**src/rtl/assert_macros.svh**
```systemverilog
// assertion macros for the form pair decoder rtl
// expects i_clk and i_rst_n in the scope of use
`ifndef ASSERT_MACROS_SVH
`define ASSERT_MACROS_SVH
`ifndef SYNTH
// same-cycle implication
`define ASSERT_IMP(label, ante, cons) \
    label: assert property (@(posedge i_clk) disable iff (!i_rst_n) (ante) |-> (cons)) \
        else $error("assertion failed: implication");
// next-cycle implication
`define ASSERT_NXT(label, ante, cons) \
    label: assert property (@(posedge i_clk) disable iff (!i_rst_n) (ante) |=> (cons)) \
        else $error("assertion failed: next-cycle implication");
`else
`define ASSERT_IMP(label, ante, cons)
`define ASSERT_NXT(label, ante, cons)
`endif
`endif

```
**src/rtl/ufp_pkg.sv**
```systemverilog
// shared types, character constants and hex helper for the form pair decoder
// no dependencies
`timescale 1ns / 1ps

package ufp_pkg;

    localparam logic [7:0] C_NUL   = 8'h00;
    localparam logic [7:0] C_EQ    = 8'h3D;
    localparam logic [7:0] C_AMP   = 8'h26;
    localparam logic [7:0] C_PLUS  = 8'h2B;
    localparam logic [7:0] C_PCT   = 8'h25;
    localparam logic [7:0] C_ZERO  = 8'h30;
    localparam logic [7:0] C_SPACE = 8'h20;
    localparam logic [7:0] C_UPPER_A = 8'h41;
    localparam logic [7:0] C_LOWER_A = 8'h61;

    localparam logic [2:0] QUEUE_DEPTH = 3'd4;

    typedef enum logic [2:0] {
        PH_NAME  = 3'd0,
        PH_VALUE = 3'd1,
        PH_ESC1  = 3'd2,
        PH_ESC2  = 3'd3,
        PH_DONE  = 3'd4
    } t_phase;

    typedef enum logic [2:0] {
        K_NAME_CHAR  = 3'd0,
        K_VALUE_CHAR = 3'd1,
        K_NAME_END   = 3'd2,
        K_PAIR_END   = 3'd3,
        K_PARSE_END  = 3'd4
    } t_kind;

    typedef struct packed {
        t_kind      kind;
        logic [7:0] char_out;
        logic [7:0] pair_index;
        logic       last;
    } t_result;

    // results of one byte: count is 0, 1 or 2
    typedef struct packed {
        logic [1:0] count;
        t_result    r0;
        t_result    r1;
    } t_step;

    // non-hex digits decode as zero
    function automatic logic [3:0] hex_nibble(input logic [7:0] c);
        logic [7:0] d;
        begin
            d = 8'h00;
            if (c inside {[8'h30:8'h39]}) begin
                d = c - C_ZERO;
            end else if (c inside {[8'h41:8'h46]}) begin
                d = c - C_UPPER_A + 8'd10;
            end else if (c inside {[8'h61:8'h66]}) begin
                d = c - C_LOWER_A + 8'd10;
            end
            return d[3:0];
        end
    endfunction

endpackage

```
**src/rtl/ufp_core.sv**
```systemverilog
// parse state machine: state registers and per-byte result generation
// depends on ufp_pkg
`timescale 1ns / 1ps

module ufp_core (
    input  logic           i_clk,
    input  logic           i_rst_n,
    input  logic           i_fire,
    input  logic [7:0]     i_byte,
    input  logic [7:0]     i_max_pairs,
    output ufp_pkg::t_step o_step
);
    import ufp_pkg::*;

    t_phase     r_phase, n_phase;
    logic [7:0] r_pair_count, n_pair_count;
    logic [3:0] r_escape_high, n_escape_high;

    logic [7:0] cnt_inc;
    logic       at_limit;
    logic [3:0] nib;
    t_step      step;

    assign cnt_inc  = (r_pair_count == 8'hFF) ? r_pair_count : r_pair_count + 8'd1;
    assign at_limit = (i_max_pairs != 8'd0) && (cnt_inc >= i_max_pairs);
    assign nib      = hex_nibble(i_byte);

    always_ff @(posedge i_clk) begin
        if (!i_rst_n) begin
            r_phase       <= PH_NAME;
            r_pair_count  <= 8'd0;
            r_escape_high <= 4'd0;
        end else if (i_fire) begin
            r_phase       <= n_phase;
            r_pair_count  <= n_pair_count;
            r_escape_high <= n_escape_high;
        end
    end

    // next state
    always_comb begin
        n_phase       = r_phase;
        n_pair_count  = r_pair_count;
        n_escape_high = r_escape_high;
        if (i_byte == C_NUL) begin
            n_phase       = PH_NAME;
            n_pair_count  = 8'd0;
            n_escape_high = 4'd0;
        end else begin
            case (r_phase)
                PH_NAME: begin
                    if (i_byte == C_EQ) n_phase = PH_VALUE;
                end
                PH_VALUE: begin
                    if (i_byte == C_AMP) begin
                        n_pair_count = cnt_inc;
                        n_phase      = at_limit ? PH_DONE : PH_NAME;
                    end else if (i_byte == C_PCT) begin
                        n_phase = PH_ESC1;
                    end
                end
                PH_ESC1: begin
                    n_escape_high = nib;
                    n_phase       = PH_ESC2;
                end
                PH_ESC2: begin
                    n_escape_high = 4'd0;
                    n_phase       = PH_VALUE;
                end
                PH_DONE: ;
                default: n_phase = PH_NAME;
            endcase
        end
    end

    // results
    always_comb begin
        step = '0;
        step.r0.pair_index = r_pair_count;
        step.r1.pair_index = cnt_inc;
        step.r1.kind       = K_PARSE_END;
        case (r_phase)
            PH_NAME: begin
                step.count = 2'd1;
                if (i_byte == C_NUL) begin
                    step.r0.kind = K_PARSE_END;
                end else if (i_byte == C_EQ) begin
                    step.r0.kind = K_NAME_END;
                end else begin
                    step.r0.kind     = K_NAME_CHAR;
                    step.r0.char_out = i_byte;
                end
            end
            PH_VALUE: begin
                if (i_byte == C_NUL) begin
                    step.count   = 2'd2;
                    step.r0.kind = K_PAIR_END;
                end else if (i_byte == C_AMP) begin
                    step.count   = at_limit ? 2'd2 : 2'd1;
                    step.r0.kind = K_PAIR_END;
                end else if (i_byte == C_PLUS) begin
                    step.count       = 2'd1;
                    step.r0.kind     = K_VALUE_CHAR;
                    step.r0.char_out = C_SPACE;
                end else if (i_byte != C_PCT) begin
                    step.count       = 2'd1;
                    step.r0.kind     = K_VALUE_CHAR;
                    step.r0.char_out = i_byte;
                end
            end
            PH_ESC1: begin
                if (i_byte == C_NUL) begin
                    step.count   = 2'd2;
                    step.r0.kind = K_PAIR_END;
                end
            end
            PH_ESC2: begin
                step.count = 2'd1;
                if (i_byte == C_NUL) begin
                    step.count   = 2'd2;
                    step.r0.kind = K_PAIR_END;
                end else begin
                    step.r0.kind     = K_VALUE_CHAR;
                    step.r0.char_out = {r_escape_high, nib};
                end
            end
            PH_DONE: ;
            default: step.count = 2'd0;
        endcase
        step.r0.last = (step.count == 2'd1);
        step.r1.last = 1'b1;
    end

    assign o_step = step;

endmodule

```
**src/rtl/ufp_rqueue.sv**
```systemverilog
// small result queue, up to two pushes and one pop per cycle
// depends on ufp_pkg
`timescale 1ns / 1ps

module ufp_rqueue (
    input  logic             i_clk,
    input  logic             i_rst_n,
    input  ufp_pkg::t_step   i_push,
    input  logic             i_pop,
    output ufp_pkg::t_result o_head,
    output logic [2:0]       o_count
);
    import ufp_pkg::*;

    t_result    r_mem [4];
    logic [1:0] r_wr_ptr, n_wr_ptr;
    logic [1:0] r_rd_ptr, n_rd_ptr;
    logic [2:0] r_count, n_count;
    logic [1:0] wr_next;

    assign wr_next  = r_wr_ptr + 2'd1;
    assign n_wr_ptr = r_wr_ptr + i_push.count;
    assign n_rd_ptr = r_rd_ptr + {1'b0, i_pop};
    assign n_count  = r_count - {2'b00, i_pop} + {1'b0, i_push.count};

    always_ff @(posedge i_clk) begin
        if (!i_rst_n) begin
            r_wr_ptr <= 2'd0;
            r_rd_ptr <= 2'd0;
            r_count  <= 3'd0;
        end else begin
            r_wr_ptr <= n_wr_ptr;
            r_rd_ptr <= n_rd_ptr;
            r_count  <= n_count;
        end
    end

    always_ff @(posedge i_clk) begin
        if (i_push.count != 2'd0) r_mem[r_wr_ptr] <= i_push.r0;
        if (i_push.count == 2'd2) r_mem[wr_next]  <= i_push.r1;
    end

    assign o_head  = r_mem[r_rd_ptr];
    assign o_count = r_count;

endmodule

```
**src/rtl/url_form_pair_decoder.sv**
```systemverilog
// top level of the form pair decoder: input register, parse core, result queue
// depends on ufp_pkg, ufp_core, ufp_rqueue and assert_macros.svh
//
// streaming decoder for name=value&name=value strings, one byte per input
// transaction, a zero byte ends the string. each byte is caught in an input
// register, the parse core turns it into zero, one or two tagged results
// combinationally, and those land in a four-entry result queue that drives the
// output port. a byte is taken every cycle as long as the queue will have room
// for two results after this cycle's pop, so a stalled output does not block
// the input until the queue fills. sustained rate is one byte per cycle; bytes
// that make two results (pair end plus parse end) push both into the queue,
// so the output port, one result per cycle, sets the limit in that case. each
// accepted byte passes the input register, then the result queue, before its
// first result is visible. max_pairs is written through the configuration
// transaction port, which is always ready; write it only while the block idles
`timescale 1ns / 1ps
`include "assert_macros.svh"

module url_form_pair_decoder (
    input  logic       i_clk,
    input  logic       i_rst_n,
    // input byte channel
    input  logic       i_in_valid,
    output logic       o_in_stall,
    input  logic [7:0] i_byte_in,
    // result channel
    output logic       o_out_valid,
    input  logic       i_out_stall,
    output logic [2:0] o_kind,
    output logic [7:0] o_char_out,
    output logic [7:0] o_pair_index,
    output logic       o_last,
    // configuration write channel (max_pairs)
    input  logic       i_cfg_valid,
    output logic       o_cfg_ready,
    input  logic [7:0] i_cfg_data
);
    import ufp_pkg::*;

    logic       r_in_valid, n_in_valid;
    logic [7:0] r_in_byte;
    logic [7:0] r_max_pairs;

    t_step      step;
    t_step      push;
    t_result    head;
    logic [2:0] q_count;
    logic [2:0] count_after_pop;
    logic       pop;
    logic       fire;
    logic       load;

    // output side
    assign o_out_valid = (q_count != 3'd0);
    assign pop         = o_out_valid && !i_out_stall;

    // consume the held byte only when two slots are guaranteed free
    assign count_after_pop = q_count - {2'b00, pop};
    assign fire            = r_in_valid && (count_after_pop <= (QUEUE_DEPTH - 3'd2));

    // input register refills whenever it is empty or its byte moves on
    assign o_in_stall = r_in_valid && !fire;
    assign load       = i_in_valid && !o_in_stall;
    assign n_in_valid = load || (r_in_valid && !fire);

    always_ff @(posedge i_clk) begin
        if (!i_rst_n) begin
            r_in_valid <= 1'b0;
        end else begin
            r_in_valid <= n_in_valid;
        end
    end

    always_ff @(posedge i_clk) begin
        if (load) r_in_byte <= i_byte_in;
    end

    // configuration register, always accepted
    assign o_cfg_ready = 1'b1;

    always_ff @(posedge i_clk) begin
        if (!i_rst_n) begin
            r_max_pairs <= 8'd0;
        end else if (i_cfg_valid && o_cfg_ready) begin
            r_max_pairs <= i_cfg_data;
        end
    end

    ufp_core u_core (
        .i_clk       (i_clk),
        .i_rst_n     (i_rst_n),
        .i_fire      (fire),
        .i_byte      (r_in_byte),
        .i_max_pairs (r_max_pairs),
        .o_step      (step)
    );

    // nothing is pushed unless the byte is actually consumed
    always_comb begin
        push = step;
        if (!fire) push.count = 2'd0;
    end

    ufp_rqueue u_queue (
        .i_clk   (i_clk),
        .i_rst_n (i_rst_n),
        .i_push  (push),
        .i_pop   (pop),
        .o_head  (head),
        .o_count (q_count)
    );

    assign o_kind       = head.kind;
    assign o_char_out   = head.char_out;
    assign o_pair_index = head.pair_index;
    assign o_last       = head.last;

    // queue occupancy stays within its depth
    `ASSERT_IMP(a_queue_bound, 1'b1, q_count <= QUEUE_DEPTH)
    // parse end is always the final result of its byte
    `ASSERT_IMP(a_parse_end_last, o_out_valid && (o_kind == K_PARSE_END), o_last)
    // a pair end that is not final is followed directly by a parse end
    `ASSERT_NXT(a_pair_then_parse,
                pop && (o_kind == K_PAIR_END) && !o_last,
                o_out_valid && (o_kind == K_PARSE_END))
    // only character results carry a character
    `ASSERT_IMP(a_char_zero,
                o_out_valid && (o_kind != K_NAME_CHAR) && (o_kind != K_VALUE_CHAR),
                o_char_out == 8'd0)

endmodule

```
**config.mk**
```make
export PLATFORM = sky130hd
export DESIGN_NAME = url_form_pair_decoder
export DESIGN_NICKNAME = d
export VERILOG_FILES = /design/src/rtl/ufp_pkg.sv /design/src/rtl/ufp_core.sv /design/src/rtl/ufp_rqueue.sv /design/src/rtl/url_form_pair_decoder.sv
export VERILOG_INCLUDE_DIRS = /design/src /design/src/rtl
export SDC_FILE = /design/constraint.sdc
export NUM_CORES = 1
export LEC_CHECK = 0
export ABC_AREA = 0
export BUFFER_PORTS_ARGS = -buffer_cell sky130_fd_sc_hd__buf_4
export CAP_MARGIN = 20
export CORE_AREA = 4 4 157 83
export DETAILED_ROUTE_END_ITERATION = 10
export DIE_AREA = 0 0 161 87
export GPL_TIMING_DRIVEN = 0
export PLACE_DENSITY = 0.83
export RECOVER_POWER = 50
export SLEW_MARGIN = 20
export SYNTH_ARGS = -nofsm -noshare
export SYNTH_HDL_FRONTEND = slang
export SYNTH_SLANG_ARGS = --single-unit
```
**constraint.sdc**
```tcl
create_clock -name i_clk -period 3.8 [get_ports i_clk]
set_input_delay 0.19 -clock i_clk [delete_from_list [all_inputs] [get_ports i_clk]]
set_output_delay 0.19 -clock i_clk [all_outputs]
set_load 0.1 [all_outputs]
```
==> metrics <==
run status complete, but fails checks; failing checks setup timing; Crit path top cell by count and3_4; Hold Crit Depth 3; Critical Path End Type register; leakage dissipation 3.361 nW; Synth cell types 63; Total GRT Usage 0.2415; Syn-to-layout area delta 27.28%; Sink Count 119; first-pass GRT wire length 26.40 mm; Remaining Overflow, GRT 0; DR vias/cell 6.156; PwrDens 698.3 nW/µm²; fmax 258.5 MHz; overall die area 14010 µm²; fin nets 742; Synth Cell Area 6311 µm²; sw frac 0.4391; row cnt 28; Placer Congestion 0.9220; most common flop cell mapped by yosys dfxtp_1; register area share after synthesis 0.4409; Worst setup SP type register; core area 11630 µm²; CP Cell Sequence buf_6, and3_4, and3_4, nand3_4, nand4_1, xor2_2, inv_2, ha_4, and3_4, o211ai_1, o21a_2, o21ai_2, a211o_1, buf_6, clkinv_8, ha_4, fa_2, xor2_1, and2_1; post-route clock period utilization 1.018; via count 5411; Max transition margin 0.2275; Reg2Reg Depth 19; initial antenna violation count 0; starting density of the core 0.5426; ratio of cells with drive above 1 in the final layout 0.2703; Synth Area per Inst 10.50 µm²; FF-to-FF setup slack -0.07 ns; YS warnings 0; Fin Setup TNS -0.1914 ns; Routed Antenna Nets 0; largest net degree at the start of global routing 17; worst-skew pair later-pin latency 0.43 ns; I/O Buffers 41; vias in the first global route 5119; share of flip-flops with an asynchronous set or reset 0; Clk network pwr share 0.287; Synth Instances 601; WHS Endpoint r_max_pairs[4]; router iterations before antenna repair 8; Max-Cap Viols 0; DRT Wirelength 17.91 mm; Initial DRC Count 598; WP data arrival 4.19 ns; EDFF count, synth 40; sw power 2.463 mW; Comb pwr share 0.415; final slew viol count 0; Antenna Cells 0; Hold Path Class input port to register; Max rail drop VDD 0.9015 mV; RSZ-0062 raised after global routing yes; worst stage delay on the critical path 0.38 ns; final setup fails 9; Crit Path Max Fanout 7; overall power 5.610 mW; Hold Path Origin i_cfg_data[4]; Slowest-stage cell, CP fa_2; HPWL after DPL 10.89 mm; final setup margin -0.06889 ns; sequential power share 0.299; final hold slack 0.02306 ns; internal power 3.146 mW; CTS H-tree lvls 4; Synth Register Bits 119; final hold viol count 0; Least-Margin Pin Slew 1.164 ns; Final min period 3.869 ns; Die H 87 µm; clock tree buffer depth 2; die width 161 µm; RR Startpoint u_core.r_pair_count[3]; Worst Skew 0.01022 ns; Critical Path RT 4.12 ns; total CTS buffers 17; Worst-path clk slew 0.06 ns; Crit Path Category register to register; syn_nets 642; WL per Instance 20.37 µm; # IOs 44; DRC viols 0; CTS tree built; Root Buffer clkbuf_16; R2R Path End u_queue.o_count[2]
==> routing by layer <==
layer	track usage	wire (µm)	vias up	part of all wire
li1	-	-	2417	-
met1	0.2969	7000	2557	0.39
met2	0.4178	8531	350	0.48
met3	0.05816	1611	87	0.090
met4	0.09598	764	0	0.043
met5	0	0	-	0
==> placed cells by master (no fill, tap or decap), types with 4 or more instances in the layout <==
master	netlist	routed
mux4_2	20	20
nor2b_1	18	17
buf_4	6	64
dlygate4sd3_1	0	9
o21a_1	6	5
inv_6	0	8
clkbuf_4	0	9
a22oi_1	11	11
a21boi_0	5	5
and2_1	16	16
a21oi_1	21	17
and3_1	11	7
clkbuf_16	0	17
buf_6	3	9
and3_4	0	4
a211oi_4	2	4
o2bb2ai_1	7	7
o211ai_1	7	7
nand3_1	11	10
clkbuf_1	24	20
a22o_1	18	18
a21o_1	4	4
nand2b_1	5	4
nor2_1	29	28
nand2_4	0	4
o21ai_4	2	5
xor2_1	6	4
ha_1	19	16
edfxtp_1	40	40
o31ai_1	4	4
nand2_1	73	69
mux2i_1	52	50
inv_1	25	24
o21ai_0	26	25
dfxtp_1	79	74
a21oi_2	2	4
==> sequential cells by signal (all words and copies together), names as in the netlist, 3 cells and up <==
name                  flops
u_queue.o_count           3
u_core.r_pair_count       8
r_in_byte                 8
u_core.r_phase            3
u_queue.r_mem            80
u_core.r_escape_high      4
r_max_pairs               8
==> worst max-delay path by stage <==
stage | endpoint | slack [ns] | startpoint
2_1_floorplan | u_queue.o_count[1] | 0.008 | u_core.r_pair_count[1]
3_3_place_gp | u_queue.r_mem[3][6] | -0.66 | u_core.r_pair_count[1]
3_5_place_dp | u_queue.r_mem[3][4] | -0.78 | u_core.r_pair_count[1]
4_1_cts | u_queue.o_count[1] | 0.003 | u_core.r_pair_count[0]
5_1_grt | u_queue.o_count[2] | -0.17 | u_core.r_pair_count[3]
6_report | u_queue.o_count[2] | -0.07 | u_core.r_pair_count[3]
==> cells in the mapped netlist, types with 7 or more instances <==
| cell | count | share of area |
|---|---|---|
| clkbuf_1 | 24 | 0.014 |
| and2_1 | 16 | 0.016 |
| mux4_2 | 20 | 0.071 |
| o211ai_1 | 7 | 0.0083 |
| a21oi_1 | 21 | 0.017 |
| nor2b_1 | 18 | 0.018 |
| edfxtp_1 | 40 | 0.19 |
| mux2i_1 | 52 | 0.082 |
| o2bb2ai_1 | 7 | 0.0097 |
| and3_1 | 11 | 0.011 |
| inv_1 | 25 | 0.015 |
| dfxtp_1 | 79 | 0.25 |
| a22oi_1 | 11 | 0.013 |
| nor2_1 | 29 | 0.017 |
| a22o_1 | 18 | 0.025 |
| o21ai_0 | 26 | 0.021 |
| ha_1 | 19 | 0.038 |
| nand3_1 | 11 | 0.0087 |
| nand2_1 | 73 | 0.043 |
==> critical path, delay by kind of cell, from the launching register on <==
| family | cells | cell delay (ns) |
|---|---|---|
| AND/OR/NAND/NOR | 6 | 1.11 |
| adder cells (fa/ha/maj) | 3 | 0.82 |
| AO/OA/AOI/OAI | 4 | 0.63 |
| buffers and inverters | 4 | 0.48 |
| XOR/XNOR | 2 | 0.39 |
| flip-flops | 1 | 0.33 |
==> cell families after synthesis <==
logic type / count (synthesis) / share of synthesized area
xor+xnor: 9 / 0.01249
other cells: 1 / 0.0005942
flops: 119 / 0.4409
compound gates: 138 / 0.1636
mux: 73 / 0.1556
fa+ha+maj: 20 / 0.04084
simple gates: 179 / 0.1410
buf+inv: 62 / 0.04500
==> per-stage QoR <==
step,util,worst slack (ns),cell area (µm²),std cells
after global placement,0.5899,-0.6605,6862,807
after CTS,0.6675,0.003433,7764,860
after global routing,0.6906,-0.1688,8033,879
after floorplan,-,0.008395,6347,601
after detailed placement,0.5899,-0.7756,6862,807
final,0.6906,-0.06889,8033,879
==> final cells by class <==
type                    count  area (µm²)
flip-flops and latches    119        2796
well taps                 165       206.4
clock buffers              17       425.4
repair inverters            1       6.256
fillers                   771        3598
inverters                  27       118.9
plain buffers              34       227.7
clock inverters            15       153.9
multi-input cells         420        3471
repair buffers             81       626.9
==> power by group through the flow <==
stage	clock network, mW	logic [mW]	registers [mW]
3_3_place_gp	0	2.12	1.68
4_1_cts	1.60	2.27	1.66
2_1_floorplan	0	1.76	1.65
5_1_grt	1.66	2.44	1.70
6_report	1.61	2.33	1.67
3_5_place_dp	0	2.17	1.69
==> timing repair <==
action,4_1_cts,5_1_grt
hold buffers,9,0
pin swaps,8,7
endpoints found under the hold margin,9,0
setup endpoints to repair,114,108
buffers inserted,11,20
resized for setup,40,30
gates cloned,1,0
No activity file was read; power rests on OpenSTA's default activity.
